===== src/rtl/pose_delta_to_body_motion_core_macros.svh =====
// assertion helpers shared by pdbm_front, pdbm_back and pdbm_queue
`ifndef POSE_DELTA_TO_BODY_MOTION_CORE_MACROS_SVH
`define POSE_DELTA_TO_BODY_MOTION_CORE_MACROS_SVH

// implication checked on every edge outside reset
`define PDBM_ASSERT_IMP(label, ante, cons, msg) \
  label: assert property (@(posedge clk) disable iff (!rst_n) (ante) |-> (cons)) \
    else $error(msg);

// implication checked with the consequent in the next cycle
`define PDBM_ASSERT_NEXT(label, ante, cons, msg) \
  label: assert property (@(posedge clk) disable iff (!rst_n) (ante) |=> (cons)) \
    else $error(msg);

`endif


===== src/rtl/pdbm_pkg.sv =====
`timescale 1ns / 1ps
package pdbm_pkg;

  localparam int CordicStagesDef = 24;
  localparam int CordicStagesMax = 32;
  localparam int QueueDepth = 4;

  localparam logic signed [27:0] PiQ = 28'sd52707179;
  localparam logic signed [27:0] TwoPiQ = 28'sd105414357;
  localparam logic signed [33:0] PiQ30 = 34'sd3373259426;
  localparam logic signed [33:0] HalfPiQ30 = 34'sd1686629713;
  localparam logic signed [33:0] GainQ30 = 34'sd652032874;

  localparam logic [15:0] LinDzReset = 16'd66;
  localparam logic [23:0] AngDzReset = 24'd16777;

  localparam logic CfgIdxLinear = 1'b0;
  localparam logic CfgIdxAngular = 1'b1;

  // classified item between front and back
  typedef struct packed {
    logic signed [32:0] dx;
    logic signed [32:0] dy;
    logic signed [33:0] z;
    logic               neg;
    logic signed [27:0] rot;
  } item_t;

  function automatic logic signed [33:0] atan_q30(input int i);
    logic signed [33:0] a;
    case (i)
      0: a = 34'sd843314856;
      1: a = 34'sd497837829;
      2: a = 34'sd263043836;
      3: a = 34'sd133525158;
      4: a = 34'sd67021686;
      5: a = 34'sd33543515;
      6: a = 34'sd16775850;
      7: a = 34'sd8388437;
      8: a = 34'sd4194282;
      9: a = 34'sd2097149;
      10: a = 34'sd1048575;
      11: a = 34'sd524287;
      12: a = 34'sd262143;
      13: a = 34'sd131071;
      14: a = 34'sd65535;
      15: a = 34'sd32767;
      16: a = 34'sd16383;
      17: a = 34'sd8191;
      18: a = 34'sd4095;
      19: a = 34'sd2047;
      20: a = 34'sd1023;
      21: a = 34'sd511;
      22: a = 34'sd255;
      23: a = 34'sd127;
      24: a = 34'sd63;
      25: a = 34'sd31;
      26: a = 34'sd15;
      27: a = 34'sd7;
      28: a = 34'sd3;
      29: a = 34'sd1;
      default: a = 34'sd0;
    endcase
    return a;
  endfunction

endpackage


===== src/rtl/pdbm_queue.sv =====
`timescale 1ns / 1ps
// output queue: holds results so the pipeline can keep moving while the
// consumer stalls; free slots gate the input side
module pdbm_queue #(
  parameter int DEPTH = pdbm_pkg::QueueDepth,
  parameter int W = 92
) (
  input  logic          clk,
  input  logic          rst_n,
  input  logic          wr,
  input  logic [W-1:0]  wdata,
  input  logic          rd,
  output logic          nempty,
  output logic [W-1:0]  rdata,
  output logic [$clog2(DEPTH+1)-1:0] cnt
);
  localparam int AW = $clog2(DEPTH);
  logic [W-1:0] mem_r [DEPTH];
  logic [AW-1:0] wp_r, rp_r;
  logic [$clog2(DEPTH+1)-1:0] cnt_r;

  always_ff @(posedge clk) begin
    if (!rst_n) begin
      wp_r <= '0;
      rp_r <= '0;
      cnt_r <= '0;
    end else begin
      if (wr) wp_r <= (wp_r == AW'(DEPTH-1)) ? '0 : wp_r + 1'b1;
      if (rd) rp_r <= (rp_r == AW'(DEPTH-1)) ? '0 : rp_r + 1'b1;
      cnt_r <= cnt_r + (wr ? 1'b1 : 1'b0) - (rd ? 1'b1 : 1'b0);
    end
  end

  always_ff @(posedge clk) begin
    if (wr) mem_r[wp_r] <= wdata;
  end

  assign rdata  = mem_r[rp_r];
  assign nempty = (cnt_r != '0);
  assign cnt    = cnt_r;

  `include "pose_delta_to_body_motion_core_macros.svh"
  `PDBM_ASSERT_IMP(a_q_ovf, cnt_r == ($clog2(DEPTH+1))'(DEPTH), !wr || rd, "queue overflow")
  `PDBM_ASSERT_IMP(a_q_unf, cnt_r == '0, !rd, "queue underflow")
  `PDBM_ASSERT_NEXT(a_q_cnt, wr && !rd && cnt_r == '0, nempty, "count lost a write")
endmodule

===== config.mk =====
export PLATFORM = sky130hd
export DESIGN_NAME = pdbm_queue
export DESIGN_NICKNAME = d
export VERILOG_FILES = /design/src/rtl/pdbm_pkg.sv /design/src/rtl/pdbm_queue.sv
export VERILOG_INCLUDE_DIRS = /design/src /design/src/rtl
export SDC_FILE = /design/constraint.sdc
export NUM_CORES = 1
export LEC_CHECK = 0
export ABC_AREA = 1
export BUFFER_PORTS_ARGS = -buffer_cell sky130_fd_sc_hd__buf_2
export CAP_MARGIN = 30
export CORE_AREA = 2 2 210 212
export DETAILED_ROUTE_END_ITERATION = 7
export DIE_AREA = 0 0 212 214
export PLACE_DENSITY = 0.64
export SKIP_LAST_GASP = 1
export SYNTH_ARGS = -nofsm -noshare
export SYNTH_HDL_FRONTEND = slang
export SYNTH_SLANG_ARGS = --single-unit

===== constraint.sdc =====
create_clock -name clk -period 3.75 [get_ports clk]
set_clock_uncertainty 0.1 [all_clocks]
set_input_delay 0.5625 -clock clk [delete_from_list [all_inputs] [get_ports clk]]
set_output_delay 0.5625 -clock clk [all_outputs]
set_load 0.02 [all_outputs]

==> results of run 1 <==
-- flip-flops by register name, indices dropped and copies added (netlist names), named ones only --
signal  cells
cnt         3
mem_r     368
rp_r        2
wp_r        2
-- layout by cell type (no fill, tap or decap) --
master,count
o21ai_0,43
clkinvlp_4,1
buf_2,191
inv_6,1
clkbuf_1,14
nand2_1,194
buf_12,7
buf_4,8
a21oi_1,95
o211ai_1,92
nor2_1,8
inv_4,4
clkinv_1,8
clkinv_2,4
dfxtp_1,7
edfxtp_1,368
inv_1,195
nand3_1,2
o21ai_1,52
dfxtp_4,2
ha_1,7
bufinv_16,2
diode_2,3
fa_1,1
clkbuf_8,1
clkinv_4,1
clkbuf_16,43
-- stage by stage --
stage | hold slack, ps | utilization (%) | setup slack [ps] | std cells | power, mW
after floorplan | 369 | - | 827 | 1131 | 5.66
after global placement | 382 | 38.2 | 1440 | 1861 | 6.01
after detailed placement | 386 | 38.2 | 1430 | 1861 | 6.03
after CTS | 80.2 | 41.2 | 808 | 1936 | 9.90
after global routing | 101 | 41.2 | 677 | 1937 | 10.2
final | 131 | 41.2 | 893 | 1939 | 9.73
-- final cells by class --
| type | count | area share, % |
|---|---|---|
| Sequential cell | 377 | 63.5 |
| Multi-Input combinational cell | 494 | 14.2 |
| Timing Repair Buffer | 206 | 6.54 |
| Clock buffer | 58 | 6.46 |
| Inverter | 199 | 4.28 |
| Tap cell | 585 | 4.14 |
| Clock inverter | 17 | 0.764 |
| Antenna cell | 3 | 0.0424 |
-- cell families after synthesis --
family                     count (synthesis)  synth area share (%)
DFF                                      377                  75.2
AOI/OAI and AO/OA                        282                  11.0
buffers and inverters                    260                  7.96
and+or+nand+nor                          204                  5.14
adders and majority gates                  8                 0.720
-- worst reg2reg max path, delay by kind of cell, from the launching register on --
kind,cells,cell delay (ps)
and+or+nand+nor,1,80
adders and majority gates,1,150
buffers and inverters,3,1060
DFF,1,340
-- path summary, 6_finish.rpt --
| kind | to | slack (ps) | depth (start not counted) | from |
|---|---|---|---|---|
| hold / removal | mem_r[3][30] | 130 | 1 | wdata[30] |
| hold reg to reg | flip-flop | 400 | 2 | rp_r[0] |
| setup / recovery | rdata[81] | 890 | 4 | flip-flop |
| setup reg to reg | mem_r[0][23] | 1680 | 5 | wp_r[0] |
-- power by group through the flow --
| stage | logic, mW | registers, mW | clock network [mW] |
|---|---|---|---|
| 2_1_floorplan | 0.681 | 4.98 | 0 |
| 3_3_place_gp | 1.03 | 4.97 | 0 |
| 3_5_place_dp | 1.05 | 4.98 | 0 |
| 4_1_cts | 1.05 | 4.89 | 3.95 |
| 5_1_grt | 1.15 | 4.91 | 4.10 |
| 6_report | 1.03 | 4.89 | 3.82 |
-- routing by layer --
layer  wire [um]  up-vias  GRT usage (%)
met5          27        -              0
li1            -     4323              -
met4         853        4           5.63
met3        1710       52           3.64
met2       14200      168           22.0
met1       12700     4137           16.1
==> results.cfg, run 1 <==
[synthesis]
syn_inst = 1131
async_reset_ff_share_pct = 0
ys_seq_area_share_pct = 75.2
yosys.area.top_type_share_pct = 74.0
synth_seq_cells = 377
synth.most_common_cell = edfxtp_1
synth_edf_count = 368
synthFlopType = edfxtp_1
yosysWarnings = 0
yosys.area.top_type = edfxtp_1
syn_nets = 1235
synthesis.area_mm2 = 0.0149
syn_avg_cell_area_um2 = 13.2
yosys-top-cells-area = edfxtp_1, inv_1, nand2_1
ys_types = 17
synth_top_cells_by_count = edfxtp_1, inv_1, nand2_1, a21oi_1, o211ai_1

[drt]
drt-total-wl_mm = 29.5
post_drt_wl_per_cell_um = 15.2
num_vias = 8684
drcViolationCount = 0
firstDrtPassIters = 4
via_per_inst = 4.48
drt_iter0_markers = 497
ant_nets = 0

[layout]
area_growth_pct = 18.4
fill_cells = 3967
ff_latch_area_mm2 = 0.0112
layout-drive-gt1-share_pct = 19.6
multi_input_area_mm2 = 0.00252
num-nets-final = 1423
final_area_mm2 = 0.0177

[global_routing]
grt_max_degree = 125
grt-ovfl-total = 0
antenna_found_initial = 5
grt_pass1_wl_mm = 46.6
track_usage_pct = 13.2
grt_pass1_vias = 8656

[setup_path]
critPathArrivalTime_ps = 2190
crit_chain = buf_4 > o211ai_1 > nand2_1 > buf_2
critPathLaunchType = flip-flop
path_class = reg2out
cp.required_ps = 3090
critPathMaxFanout = 44
max_stage_delay_ps = 660
path_delay_family = flip-flops
cpMaxStageDelayCell = dfxtp_4
crit_buf_inv = 2
end_kind = primary output

[placed_design]
gp_congestion = 0.743
place_hpwl_mm = 17.6
post_dp_cell_area_mm2 = 0.0164
numPortBuffers = 191

[sta]
drv_slew = 0
setup-violations-final = 0
tightest_slew_ps = 683
slew-limit-headroom_pct = 54.5
post-route-period-util_pct = 76.2
rsz0062_at_grt = no
tns_ps = 0
fin_crit_ps = 2860
fmax_mhz = 350
hold_violations = 0

[run_status]
status = completed

[clock_network]
cts_resized = 0
insertion_delay_ps = 540
clk_pin_slew_ps = 60
htree_levels = 2
hold_buffers = 0
clkSinkCount = 377
cts_buffers = 41
cts_max_path_buffers = 3
cts_tree = yes
postCtsSetupBuffers = 0
root_buffer = clkbuf_16

[power_and_ir_drop]
ir_drop_mv = 0.372
switching_share_pct = 23.9
internal_power_mw = 7.40
p_leak_nw = 6.83
power_density_mw_per_mm2 = 550
clkPwrFrac_pct = 39.2
p_sw_mw = 2.33
seqPwrFrac_pct = 50.2
comb_power_share_pct = 10.5

[flow_run]
cap_violations = 0

[floorplan]
die_x_um = 212
ios = 192
die_h_um = 214
rows = 76
core_area_mm2 = 0.0429
start_util_pct = 34.8
die_area_mm2 = 0.0454

[hold_path]
worstHoldPathType = in2reg
No activity file was read; power rests on OpenSTA's default activity.
==> run 2: changes to the inputs <==
Clock period 3.75 ns to 2.93 ns, I/O delays scaled along.
==> run 2 against run 1 <==
Against the previous run: setup slack worse by 550 ps; hold slack got worse by 87 ps; register-to-register slack got worse by 580 ps; combinational power increased by 39%.
==> results.cfg, run 2 (synthesized netlist as in run 1, its figures left out) <==
[drt]
ant_nets = 0
drt-total-wl_mm = 30.1
firstDrtPassIters = 7
post_drt_wl_per_cell_um = 14.9
drcViolationCount = 0
num_vias = 9039
via_per_inst = 4.46
drt_iter0_markers = 477

[setup_path]
reg2reg_depth = 5
crit_buf_inv = 2
reg2reg_setup_slack_ps = 1100
critPathLaunchType = flip-flop
path_delay_family = buffers and inverters
crit_chain = buf_12 > a21oi_1 > o21ai_0 > nand2_1 > buf_2
cp.required_ps = 2390
r2r-end = mem_r[2][60]
end_kind = primary output
critPathMaxFanout = 157
path_class = reg2out
r2r_start = wp_r[0]
cpMaxStageDelayCell = buf_12
critPathArrivalTime_ps = 2050
max_stage_delay_ps = 430

[global_routing]
grt-ovfl-total = 0
use_met1_pct = 16.8
grt_pass1_wl_mm = 47.2
met2_usage_pct = 22.2
grt-busiest-layer = met2
track_usage_pct = 13.3
antenna_found_initial = 4
grt_max_degree = 158
met3_usage_pct = 3.45
grt_pass1_vias = 8845

[clock_network]
cts_tree = yes
clkSinkCount = 377
htree_levels = 2
root_buffer = clkbuf_16
cts_resized = 0
cts_max_path_buffers = 3
insertion_delay_ps = 540
cts_buffers = 42
clk_pin_slew_ps = 60

[sta]
drv_slew = 0
post-route-period-util_pct = 88.3
hold_violations = 0
setup-violations-final = 0
fmax_mhz = 387
tightest_slew_ps = 666
slew-limit-headroom_pct = 55.6
tns_ps = 0
fin_crit_ps = 2590
rsz0062_at_grt = no

[floorplan]
start_util_pct = 34.8
die_h_um = 214
die_x_um = 212
rows = 76
core_area_mm2 = 0.0429
die_area_mm2 = 0.0454
ios = 192

[layout]
final_cell_mix = edfxtp_1, inv_1, nand2_1
area_growth_pct = 24.6
num-nets-final = 1511
top_register = mem_r
largest_register_ff_count = 368
layout-drive-gt1-share_pct = 18.5
final_cells = 2025
final_common_cell = edfxtp_1

[run_status]
status = completed

[placed_design]
dp.cells = 1861
gp_congestion = 0.709
numPortBuffers = 191
place_hpwl_mm = 17.1

[hold_path]
worstHoldPathType = in2reg
holdPathEnd = mem_r[0][44]
hold_depth = 1
hold_start = wdata[44]

[power_and_ir_drop]
p_leak_nw = 7.22
power_density_mw_per_mm2 = 679
ir_drop_mv = 0.468
p_total_mw = 12.6

[flow_run]
cap_violations = 0
## run 2: how the worst max path moves through the flow
stage                        to  cells after the start       from
finish                 rdata[4]                      5  flip-flop
detailed placement     rdata[4]                      5  flip-flop
CTS                    rdata[4]                      5  flip-flop
global placement       rdata[4]                      5  flip-flop
floorplan           mem_r[2][0]                      4    wp_r[0]
global route           rdata[4]                      5  flip-flop
## run 2: stage by stage
stage               setup slack, ps  area (um2)  hold slack [ps]  utilization [%]
finish                          343       18600             44.6             43.4
global route                    162       18600             8.61             43.4
CTS                             298       18600             3.38             43.4
detailed placement              908       16400              430             38.3
global placement                919       16400              413             38.3
floorplan                      24.4       14900              369                -
## run 2: timing repair
action | in CTS | in global routing
setup buffers | 0 | 0
endpoints found under the setup margin | 0 | 0
hold buffers | 87 | 0
hold endpoints to repair | 348 | 0
## run 2: final cells by class
cell class / count / area (um2)
fillers: 3867 / 24300
flip-flops and latches: 377 / 11200
multi-input cells: 494 / 2520
repair buffers: 293 / 2050
clock buffers: 57 / 1170
inverters: 199 / 757
well taps: 585 / 732
clock inverters: 17 / 131
diodes: 3 / 7.51
## run 2: layer usage
layer  vias up  routed length, um
met5         -                 13
met4         2                783
met3        60               1610
met2       186              14300
met1      4308              13400
li1       4483                  -
## run 2: power by group
group	total (mW)	internal, mW	switching, mW	leakage (nW)
Clock	4.95	2.96	1.99	0.633
Sequential	6.25	6.18	0.0684	3.46
Combinational	1.43	0.482	0.946	3.13
==> run 3: changes to the inputs <==
Settings changed: REMOVE_ABC_BUFFERS set to 1, SLEW_MARGIN set to 5.
==> run 3 against run 2 <==
Against the previous run: via count increased by 0.72%; sequential share of layout area up 0.065 points; first-iteration DRC count grew 11%; critical endpoint is now rdata[57]; wire length grew 0.51%; hold slack lost 13 ps; final cell count is 0.15% higher; maximum frequency increased by 3.2%; critical path type unchanged; highest routed layer unchanged; design area fell by 0.11%.
==> results.cfg, run 3 (synthesized netlist as in run 1, its figures left out) <==
[sta]
fmax_mhz = 399
rsz0062_at_grt = no
drv_slew = 0
slew-limit-headroom_pct = 58.0
setup_slack_ps = 423
tightest_slew_ps = 629
fin_crit_ps = 2510
post-route-period-util_pct = 85.6
hold_violations = 0
setup-violations-final = 0
hold_ws_ps = 32.0

[drt]
firstDrtPassIters = 4
drcViolationCount = 0
drt_iter0_markers = 530
drt-total-wl_mm = 30.3
num_vias = 9104
via_per_inst = 4.49
post_drt_wl_per_cell_um = 14.9
ant_nets = 0

[layout]
final_common_cell = edfxtp_1
layout-drive-gt1-share_pct = 18.6
final_area_mm2 = 0.0186
largest_register_ff_count = 368
num-nets-final = 1517
num_antenna_cells = 0
top_register = mem_r
final_cell_mix = edfxtp_1, inv_1, nand2_1
final_cells = 2028
fill_cells = 3926
area_growth_pct = 24.4

[clock_network]
cts_max_path_buffers = 3
htree_levels = 2
insertion_delay_ps = 530
postCtsSetupBuffers = 0
clkSinkCount = 377
cts_resized = 0
cts_buffers = 40
clk_pin_slew_ps = 50
cts_tree = yes
root_buffer = clkbuf_16
hold_buffers = 88

[power_and_ir_drop]
p_leak_nw = 7.22
ir_drop_mv = 0.599
p_total_mw = 12.4
power_density_mw_per_mm2 = 666

[placed_design]
gp_congestion = 0.679
numPortBuffers = 191
preCtsSetupSlack_ps = 970
post_dp_cell_area_mm2 = 0.0165
dp.cells = 1868
place_hpwl_mm = 17.3

[run_status]
status = completed

[floorplan]
die_x_um = 212
die_h_um = 214
die_area_mm2 = 0.0454
core_area_mm2 = 0.0429
start_util_pct = 34.8
ios = 192
rows = 76

[flow_run]
cap_violations = 0

[setup_path]
critPathLaunchType = flip-flop
crit_chain = buf_12 > a21oi_1 > o21ai_1 > nand2_1 > buf_2
cpMaxStageDelayCell = dfxtp_4
critPathMaxFanout = 95
critPathArrivalTime_ps = 1970
cp.required_ps = 2390
max_stage_delay_ps = 540
end_kind = primary output
path_class = reg2out

[global_routing]
grt_pass1_vias = 9057
grt-ovfl-total = 0
track_usage_pct = 13.4
grt_max_degree = 96
antenna_found_initial = 2
grt_pass1_wl_mm = 47.9

[hold_path]
worstHoldPathType = in2reg
## run 3: area by class of cell
cell class	count	area, um2	share of cell area [%]
Tap cell	585	732	3.94
Sequential cell	377	11200	60.5
Inverter	199	757	4.07
Multi-Input combinational cell	494	2520	13.5
Timing Repair Buffer	301	2140	11.5
Clock buffer	53	1070	5.76
Clock inverter	19	131	0.707
## run 3: path summary, 6_finish.rpt
| kind | from | endpoint | slack (ps) | cells after the start |
|---|---|---|---|---|
| setup / recovery | flip-flop | rdata[57] | 420 | 5 |
| hold reg to reg | rp_r[0] | flip-flop | 410 | 2 |
| setup reg to reg | wp_r[1] | mem_r[1][32] | 1090 | 5 |
| hold / removal | wdata[16] | mem_r[1][16] | 30 | 1 |
## run 3: layer usage
layer / GRT usage, % / up-vias / wire [um]
met5: 0 / - / 24
met4: 4.72 / 4 / 729
met3: 3.11 / 54 / 1590
met2: 22.3 / 192 / 14300
met1: 17.2 / 4346 / 13600
li1: - / 4508 / -
## run 3: report_power, final
group	switching, mW	internal, mW	total [mW]
Sequential	0.0687	6.18	6.25
Combinational	0.957	0.500	1.46
Clock	1.94	2.73	4.68
## run 3: worst max-delay path, delay by kind of cell, from the launching register on
kind / cells / cell delay, ps
AO/OA/AOI/OAI: 2 / 210
flip-flops: 1 / 540
AND/OR/NAND/NOR: 1 / 100
buffers and inverters: 2 / 520
## run 3: through the flow
step	util (%)	setup TNS [ps]
2_1_floorplan	-	-409440
4_1_cts	43.3	0
5_1_grt	43.3	0
6_report	43.3	0
3_5_place_dp	38.5	0
3_3_place_gp	38.5	0
