[config.mk]
export PLATFORM = sky130hd
export DESIGN_NAME = pdbm_front
export DESIGN_NICKNAME = d
export VERILOG_FILES = /design/src/rtl/pdbm_pkg.sv /design/src/rtl/pdbm_wrap.sv /design/src/rtl/pdbm_front.sv
export VERILOG_INCLUDE_DIRS = /design/src /design/src/rtl
export SDC_FILE = /design/constraint.sdc
export NUM_CORES = 1
export LEC_CHECK = 0
export BUFFER_PORTS_ARGS = -buffer_cell sky130_fd_sc_hd__clkbuf_2
export CORE_AREA = 2 2 279 309
export DETAILED_ROUTE_END_ITERATION = 10
export DIE_AREA = 0 0 281 311
export PLACE_DENSITY = 0.59
export REMOVE_ABC_BUFFERS = 1
export SETUP_SLACK_MARGIN = 0.1
export SLEW_MARGIN = 10
export SYNTH_ARGS = -nofsm -noshare
export SYNTH_HDL_FRONTEND = slang
export SYNTH_HIERARCHICAL = 1
export SYNTH_SLANG_ARGS = --single-unit
[constraint.sdc]
create_clock -name clk -period 14.46 [get_ports clk]
set_input_delay 0.723 -clock clk [delete_from_list [all_inputs] [get_ports clk]]
set_output_delay 0.723 -clock clk [all_outputs]
set_load 0.01 [all_outputs]
[src/rtl/pose_delta_to_body_motion_core_macros.svh]
// assertion helpers shared by pdbm_front, pdbm_back and pdbm_queue
`ifndef POSE_DELTA_TO_BODY_MOTION_CORE_MACROS_SVH
`define POSE_DELTA_TO_BODY_MOTION_CORE_MACROS_SVH

// implication checked on every edge outside reset
`define PDBM_ASSERT_IMP(label, ante, cons, msg) \
  label: assert property (@(posedge clk) disable iff (!rst_n) (ante) |-> (cons)) \
    else $error(msg);

// implication checked with the consequent in the next cycle
`define PDBM_ASSERT_NEXT(label, ante, cons, msg) \
  label: assert property (@(posedge clk) disable iff (!rst_n) (ante) |=> (cons)) \
    else $error(msg);

`endif

[src/rtl/pdbm_pkg.sv]
`timescale 1ns / 1ps
package pdbm_pkg;

  localparam int CordicStagesDef = 24;
  localparam int CordicStagesMax = 32;
  localparam int QueueDepth = 4;

  localparam logic signed [27:0] PiQ = 28'sd52707179;
  localparam logic signed [27:0] TwoPiQ = 28'sd105414357;
  localparam logic signed [33:0] PiQ30 = 34'sd3373259426;
  localparam logic signed [33:0] HalfPiQ30 = 34'sd1686629713;
  localparam logic signed [33:0] GainQ30 = 34'sd652032874;

  localparam logic [15:0] LinDzReset = 16'd66;
  localparam logic [23:0] AngDzReset = 24'd16777;

  localparam logic CfgIdxLinear = 1'b0;
  localparam logic CfgIdxAngular = 1'b1;

  // classified item between front and back
  typedef struct packed {
    logic signed [32:0] dx;
    logic signed [32:0] dy;
    logic signed [33:0] z;
    logic               neg;
    logic signed [27:0] rot;
  } item_t;

  function automatic logic signed [33:0] atan_q30(input int i);
    logic signed [33:0] a;
    case (i)
      0: a = 34'sd843314856;
      1: a = 34'sd497837829;
      2: a = 34'sd263043836;
      3: a = 34'sd133525158;
      4: a = 34'sd67021686;
      5: a = 34'sd33543515;
      6: a = 34'sd16775850;
      7: a = 34'sd8388437;
      8: a = 34'sd4194282;
      9: a = 34'sd2097149;
      10: a = 34'sd1048575;
      11: a = 34'sd524287;
      12: a = 34'sd262143;
      13: a = 34'sd131071;
      14: a = 34'sd65535;
      15: a = 34'sd32767;
      16: a = 34'sd16383;
      17: a = 34'sd8191;
      18: a = 34'sd4095;
      19: a = 34'sd2047;
      20: a = 34'sd1023;
      21: a = 34'sd511;
      22: a = 34'sd255;
      23: a = 34'sd127;
      24: a = 34'sd63;
      25: a = 34'sd31;
      26: a = 34'sd15;
      27: a = 34'sd7;
      28: a = 34'sd3;
      29: a = 34'sd1;
      default: a = 34'sd0;
    endcase
    return a;
  endfunction

endpackage

[src/rtl/pdbm_wrap.sv]
`timescale 1ns / 1ps
// heading wrap into [-pi, pi): one register between the two steps
// step 1: reduce by 2pi multiples using high bits; step 2: final correction
// 2pi in q8.24 is one lsb short of two pi; a -pi input is caught by a compare and passes as is
// and every other heading lands in (-pi, pi)
module pdbm_wrap (
  input  logic               clk,
  input  logic               en,
  input  logic signed [31:0] theta,
  output logic signed [27:0] wrapped
);
  // theta >> 24 scaled by 1/2pi gives k estimate; remainder theta - k*2pi is small
  logic signed [7:0]  k_est;
  logic signed [42:0] red;
  logic signed [42:0] red_r;
  logic               neg_pi_r;
  logic signed [42:0] a0, a1, a2, a3;
  logic signed [42:0] sel;

  function automatic logic signed [42:0] TwoPiQ_ext();
    return 43'(pdbm_pkg::TwoPiQ);
  endfunction

  // k = floor(theta / 2pi) roughly: theta >> 24 scaled by 1/2pi ~ 163/1024
  assign k_est = 8'(($signed(theta[31:24]) * 16'sd163) >>> 10);
  assign red = 43'(theta) - 43'(k_est) * 43'(TwoPiQ_ext());

  always_ff @(posedge clk) begin
    if (en) begin
      red_r    <= red;
      neg_pi_r <= (theta == -32'(pdbm_pkg::PiQ));
    end
  end

  // residual lies within a few periods; pick the one in (-pi, pi)
  always_comb begin
    a0 = red_r - 43'sd2 * TwoPiQ_ext();
    a1 = red_r - TwoPiQ_ext();
    a2 = red_r;
    a3 = red_r + TwoPiQ_ext();
    sel = red_r + 43'sd2 * TwoPiQ_ext();
    if (a0 > -43'(pdbm_pkg::PiQ)) begin
      sel = a0;
    end else if (a1 > -43'(pdbm_pkg::PiQ)) begin
      sel = a1;
    end else if (a2 > -43'(pdbm_pkg::PiQ)) begin
      sel = a2;
    end else if (a3 > -43'(pdbm_pkg::PiQ)) begin
      sel = a3;
    end
  end

  assign wrapped = neg_pi_r ? -pdbm_pkg::PiQ : 28'(sel);
endmodule

[src/rtl/pdbm_front.sv]
`timescale 1ns / 1ps
// front: differences, heading wraps, quadrant fold, rotation delta
// two register stages, an in-flight valid per stage
module pdbm_front (
  input  logic                  clk,
  input  logic                  rst_n,
  input  logic                  en,
  input  logic                  in_v,
  input  logic signed [31:0]    start_x,
  input  logic signed [31:0]    start_y,
  input  logic signed [31:0]    start_heading,
  input  logic signed [31:0]    end_x,
  input  logic signed [31:0]    end_y,
  input  logic signed [31:0]    end_heading,
  output logic                  out_v,
  output pdbm_pkg::item_t       item
);
  logic               v1_r, v2_r;
  logic signed [32:0] dx1_r, dy1_r, dx2_r, dy2_r;
  logic signed [27:0] ws, we;
  logic signed [28:0] d;
  logic signed [33:0] z0;
  pdbm_pkg::item_t    it_nxt, it_r;

  pdbm_wrap u_ws (.clk(clk), .en(en), .theta(start_heading), .wrapped(ws));
  pdbm_wrap u_we (.clk(clk), .en(en), .theta(end_heading), .wrapped(we));

  always_ff @(posedge clk) begin
    if (!rst_n) begin
      v1_r <= 1'b0;
      v2_r <= 1'b0;
    end else if (en) begin
      v1_r <= in_v;
      v2_r <= v1_r;
    end
  end

  always_ff @(posedge clk) begin
    if (en) begin
      dx1_r <= 33'(end_x) - 33'(start_x);
      dy1_r <= 33'(end_y) - 33'(start_y);
      it_r  <= it_nxt;
    end
  end

  always_comb begin
    it_nxt = '0;
    it_nxt.dx = dx1_r;
    it_nxt.dy = dy1_r;
    z0 = 34'(ws) <<< 6;
    it_nxt.neg = 1'b0;
    it_nxt.z = z0;
    if (z0 > pdbm_pkg::HalfPiQ30) begin
      it_nxt.z = z0 - pdbm_pkg::PiQ30;
      it_nxt.neg = 1'b1;
    end else if (z0 < -pdbm_pkg::HalfPiQ30) begin
      it_nxt.z = z0 + pdbm_pkg::PiQ30;
      it_nxt.neg = 1'b1;
    end
    d = 29'(we) - 29'(ws);
    it_nxt.rot = 28'(d);
    if (d < -29'(pdbm_pkg::PiQ)) begin
      it_nxt.rot = 28'(d + 29'(pdbm_pkg::TwoPiQ));
    end else if (d > 29'(pdbm_pkg::PiQ)) begin
      it_nxt.rot = 28'(d - 29'(pdbm_pkg::TwoPiQ));
    end
  end

  assign dx2_r = it_r.dx;
  assign dy2_r = it_r.dy;
  assign out_v = v2_r;
  assign item  = it_r;

  `include "pose_delta_to_body_motion_core_macros.svh"
  `PDBM_ASSERT_NEXT(a_front_adv, en && v1_r, v2_r, "front stage lost an item")
  `PDBM_ASSERT_IMP(a_front_rot, v2_r, (it_r.rot <= pdbm_pkg::PiQ) && (it_r.rot >= -pdbm_pkg::PiQ), "rotation out of range")
  `PDBM_ASSERT_IMP(a_front_dx, v2_r, dx2_r == it_r.dx && dy2_r == it_r.dy, "payload mismatch")
endmodule

==> results of run 1 <==
==> worst register-to-register path, cell delays in order, from the launching register on <==
cell and delay (ns):
edfxtp_1 0.67, inv_1 0.23, ha_1 0.26, a21oi_1 0.16, o21ai_0 0.90, a31oi_1 0.32, a2111oi_0 0.55, o211ai_1 0.18
o211ai_1 0.21, a21boi_2 0.19, o21ai_4 0.61, mux2i_1 0.48, a21boi_1 0.12, o32ai_1 0.67, inv_1 0.23, ha_1 0.46
a21o_1 0.21, a21oi_1 0.14, nor3_1 0.06, nor3_1 0.57, o21a_1 0.26, xnor2_1 0.15, nor3_1 0.45, a311o_1 0.30
a21oi_4 0.10, o21ai_2 0.67, o21ai_0 0.26, xor2_1 0.19
==> sequential cells by signal, summed over array words and instances (netlist names) <==
register       flops
dy2_r             33
u_we/neg_pi_r      1
dx1_r             33
u_ws/a2           35
dx2_r             33
dy1_r             33
v1_r               1
item              59
u_we/a2           35
out_v              1
u_ws/neg_pi_r      1
==> synthesized netlist by cell type, types with 35 or more instances <==
cell type,n
a211oi_1,50
a21o_1,85
a21oi_1,245
a31oi_1,75
and3_1,43
buf_2,49
clkbuf_1,102
edfxtp_1,263
fa_1,111
ha_1,377
inv_1,494
nand2_1,248
nand2b_1,35
nand3_1,86
nand4_1,41
nor2_1,265
nor2b_1,49
nor3_1,103
nor4_1,35
o211ai_1,58
o21a_1,56
o21ai_0,180
or2_2,37
or3_1,48
xnor2_1,216
xor2_1,76
==> cells by family after synthesis <==
| logic type | synth area share (%) |
|---|---|
| adder cells (fa/ha/maj) | 19.8 |
| XOR/XNOR | 7.33 |
| buffers and inverters | 7.89 |
| flip-flops | 22.6 |
| AO/OA/AOI/OAI | 24.7 |
| other | 0.0107 |
| AND/OR/NAND/NOR | 16.7 |
| multiplexers | 0.955 |
==> path summary, 6_finish.rpt <==
check,from,end,slack (ns),cells past startpoint
worst max-delay path,u_ws/a2[2]$_DFFE_PP_,item[23]$_DFFE_PP_,4.56,27
worst min-delay path,rst_n,out_v$_SDFFE_PN0P_,0.41,2
worst max register to register,u_ws/a2[2]$_DFFE_PP_,item[23]$_DFFE_PP_,4.56,27
worst min register to register,dy1_r[4]$_DFFE_PP_,dy2_r[4]$_DFFE_PP_,0.41,0
==> metal layers <==
metal  vias up  GRT usage, %
li1      15431             -
met1     14945          32.5
met2      1180          38.6
met3       229          4.83
met4        10          8.57
met5         -             0
==> area by class of cell <==
type / count / area (um^2)
fillers: 8323 / 45500
multi-input cells: 3158 / 24400
flip-flops and latches: 265 / 7940
repair buffers: 362 / 1920
inverters: 501 / 1880
well taps: 1140 / 1430
clock buffers: 38 / 866
clock inverters: 20 / 253
==> metrics by stage <==
step / std cells / setup WS (ns)
6_report: 5484 / 4.56
5_1_grt: 5484 / 3.90
4_1_cts: 5484 / 4.77
3_5_place_dp: 5426 / 4.48
3_3_place_gp: 5426 / 4.56
2_1_floorplan: 3924 / 5.93
==> flow_summary.ini, run 1 <==
[outcome]
status = completed

[drt]
wl_per_cell_um = 19.7
wl_met2_um = 48100
met1_length_um = 47600
first_pass_iters = 6
drt-initial-drc-count = 2772
via_count = 31795
routed_wl_um = 108000
routed-wl-met3_um = 8270
highest_layer = met5
drtAntennaViolNets = 0
vias_per_cell = 5.80
drc = 0

[worst_setup_path]
end_kind = flop
cp-start-kind = flop
worstPathArrival_ns = 10.17
cp_top_family = compound AO/OA/AOI/OAI gates
critPathMaxFanout = 21
max_stage_delay_ns = 0.90
critPathBufInv = 2
crit_slowest_cell = o21ai_0
path_common_cell = nor3_1
required_ns = 14.73
worstSetupPathType = reg -> reg

[global_routing]
grt_max_degree = 96
antenna_found_initial = 6
grt_pass1_wl_um = 171000
gr-usage-all-layers_pct = 24.2
overflow = 0
first_global_vias = 30307

[cts]
clock-sinks = 265
insertion_delay_ns = 0.58
cts_buffers = 34
h-tree-depth = 2
clockRootBuffer = clkbuf_16
cts_resized = 0
path_clk_slew_ns = 0.06
cts_tree = built
cts_buffer_depth = 3
ctsHoldBuffers = 0
post_cts_buffers = 0

[finish]
design_area_um2 = 38700
fin_nets = 5006
fin_util_pct = 46.0
antenna-diode-count = 0
layout_commonest_cell = inv_1
area_delta_synth_final_pct = 10.2
final_cell_mix = inv_1 (494), ha_1 (377), clkbuf_2 (323)
final_layout_size_suffix_gt1_share_pct = 12.9

[synth]
synth_edf_count = 263
yosysWarnings = 6
synth_top_cell_area_share_pct = 22.5
seq_area_frac_synth_pct = 22.6
avgSynthCellArea_um2 = 8.53
synth_async_sr_flop_share_pct = 0
yosys.area.top_type = edfxtp_1
ys_ff_latch = 265
syn-cell-area_um2 = 35100
synth_area_leaders = edfxtp_1 (22%), ha_1 (13%), fa_1 (6.3%)
synthFlopType = edfxtp_1
synthCells = 4116
synthDistinctLibCells = 136

[placed_design]
dp_hpwl_um = 85900
gp_congestion = 0.985
place_area_um2 = 37600
place.port_buffers = 324

[timing]
max_slew.worst_pin.slew_ns = 1.09
maxSlewHeadroom_pct = 26.8
final_hold_viol_count = 0
setup_tns_ns = 0
whs_ns = 0.405
fmax_ghz = 0.101
clock_skew_ns = 0.0213
min_period_ns = 9.90
grt_setup_unrepaired = false
finalMaxSlewViolations = 0
setup_viol = 0
fin_crit_sh_pct = 68.4

[floorplanning]
die_area_um2 = 87400
rows = 112
start_util_pct = 41.7
core_area_um2 = 84200
die_h_um = 311
ios = 326
die_w_um = 281

[flow_run]
drv_cap = 0

[hold_path]
hp-class = in -> reg
Power of run 1 is not shown: default switching activity piles up to over one toggle a cycle in this logic, so the estimate is an artifact.
==> run 2: changes to the inputs <==
Settings changed: ABC_AREA set to 1, CORE_AREA 2 2 279 309 to 2 2 305 338, DIE_AREA 0 0 281 311 to 0 0 307 340, PLACE_DENSITY 0.59 to 0.61.
Clock period 14.46 ns to 8.6 ns, I/O delays scaled along.
==> run 2 against run 1 <==
Sequential share of layout area fell by 3.6 points. Critical endpoint is now item[25]$_DFFE_PP_. Highest routed layer is now met4. Setup slack got worse by 3.8 ns. Register-to-register slack lost 3.8 ns. Critical path depth increased by 12. Fmax is 26% higher. Flip-flop and latch count did not move. Critical path type unchanged.
==> flow_summary.ini, run 2 <==
[outcome]
status = completed

[cts]
cts_tree = built
post_cts_buffers = 0
cts_buffers = 34
insertion_delay_ns = 0.61
cts_buffer_depth = 3
cts_resized = 0
ctsHoldBuffers = 0
path_clk_slew_ns = 0.06
clock-sinks = 265
clockRootBuffer = clkbuf_16
h-tree-depth = 2

[global_routing]
gr-usage-all-layers_pct = 29.0
antenna_found_initial = 1
grt_max_degree = 146
grtUsageMet2_pct = 48.2
grt_pass1_wl_um = 239000
grt_use_met3_pct = 3.26
first_global_vias = 42792
overflow = 0
grt.busiest_layer = met2
grt_use_met1_pct = 38.1

[synth]
yosys-top-cells-count = nand2_1 (1912), inv_1 (1009), nor2_1 (651)
synth_edf_count = 263
seq_area_frac_synth_pct = 18.8
ys_ff_latch = 265
avgSynthCellArea_um2 = 6.37
synth_async_sr_flop_share_pct = 0
synthCells = 6616
yosysWarnings = 6
yosys.area.top_type = edfxtp_1
synth_top_cell_area_share_pct = 18.8
synthFlopType = edfxtp_1
syn-cell-area_um2 = 42100
yosysMostFrequentCell = nand2_1
synth_area_leaders = edfxtp_1 (19%), nand2_1 (17%), ha_1 (11%)
synthDistinctLibCells = 69

[drt]
routed_wl_um = 155000
wl_per_cell_um = 18.6
drtAntennaViolNets = 0
first_pass_iters = 8
drc = 0
via_count = 44675
drt-initial-drc-count = 4199
vias_per_cell = 5.35

[floorplanning]
ios = 326
die_h_um = 340
die_area_um2 = 104000
die_w_um = 307
start_util_pct = 41.6
rows = 123
core_area_um2 = 101000

[worst_setup_path]
critPathBufInv = 7
r2r_cells = 39
end_kind = flop
cp_top_family = simple AND/OR/NAND/NOR gates
crit_cells = 39
path_common_cell = nand2_1
worstSetupPathType = reg -> reg
max_stage_delay_ns = 0.81
crit_slowest_cell = edfxtp_1
worstPathArrival_ns = 8.22
required_ns = 8.94
cp-start-kind = flop
critPathMaxFanout = 20

[finish]
design_area_um2 = 47100
antenna-diode-count = 0
final_layout_size_suffix_gt1_share_pct = 11.0
area_delta_synth_final_pct = 11.7
largest_reg_flops = 59
fin_nets = 7694
final_cell_mix = nand2_1 (1912), inv_1 (1009), nor2_1 (651)
layout_commonest_cell = nand2_1
fillers = 10808

[timing]
worst_slack_ns = 0.720
final_hold_viol_count = 0
setup_tns_ns = 0
finalMaxSlewViolations = 0
max_slew.worst_pin.slew_ns = 0.926
fmax_ghz = 0.127
maxSlewHeadroom_pct = 38.2
whs_ns = 0.0819
min_period_ns = 7.88
clock_skew_ns = 0.0505
fin_crit_sh_pct = 91.6
setup_viol = 0
grt_setup_unrepaired = false

[placed_design]
place.port_buffers = 324
place_ws_ns = 0.482
dp_hpwl_um = 130000
place_area_um2 = 45900
gp_congestion = 1.03

[flow_run]
drv_cap = 0

[hold_path]
hp-class = in -> reg
worstHoldPathCells = 3
-- run 2: changes by cell type in the layout (fill, tap and decap cells not counted), moves of 53 or more --
cell,change
nand2_1,+1664
inv_1,+515
nand3_1,+485
nor2_1,+386
xor2_1,+175
buf_4,+157
xnor2_1,-156
nand4_1,+81
a21oi_1,+74
a21o_1,-69
inv_2,+66
a31oi_1,-56
o21ai_0,+53
-- run 2: final cells by class --
class / count / area (um^2) / share of cell area (%)
clock buffers: 39 / 890 / 1.89
clock inverters: 22 / 258 / 0.548
inverters: 1084 / 4070 / 8.65
multi-input cells: 5103 / 29100 / 61.9
flip-flops and latches: 265 / 7940 / 16.9
well taps: 1312 / 1640 / 3.49
repair buffers: 522 / 3160 / 6.71
-- run 2: through the flow --
stage / cells / util [%]
6_report: 8347 / 46.5
4_1_cts: 8347 / 46.5
3_5_place_dp: 8286 / 45.3
5_1_grt: 8347 / 46.5
3_3_place_gp: 8286 / 45.3
2_1_floorplan: 6452 / -
-- run 2: worst min-delay path, stage by stage --
cell      delay [ns]
clkbuf_2        0.08
o21ai_0         0.07
nor2_1          0.04
-- run 2: cell families (layout without fill, tap and decap cells) --
group                      count (synthesis)  count (layout)  synth area share (%)
adders and majority gates                488             488                  16.5
xor gates and xnor gates                 313             313                  6.58
buffers and inverters                   1248            1667                  12.1
AOI/OAI and AO/OA                        795             795                  10.6
DFF                                      265             265                  18.8
and+or+nand+nor                         3506            3506                  35.4
other                                      1               1               0.00890
-- run 2: path summary, 6_finish.rpt --
check | to | slack, ns | startpoint
worst max-delay path | item[25]$_DFFE_PP_ | 0.72 | u_ws/a2[2]$_DFFE_PP_
worst min-delay path | out_v$_SDFFE_PN0P_ | 0.08 | rst_n
worst max register to register | item[25]$_DFFE_PP_ | 0.72 | u_ws/a2[2]$_DFFE_PP_
worst min register to register | dx2_r[22]$_DFFE_PP_ | 0.39 | dx1_r[22]$_DFFE_PP_
-- run 2: routing by layer --
metal  up-vias  wire length, um
li1      22119                -
met5         -                0
met2      1753            70700
met3       323            10500
met4         0             7380
met1     20480            66400
Power of run 2 is left out for the same reason.
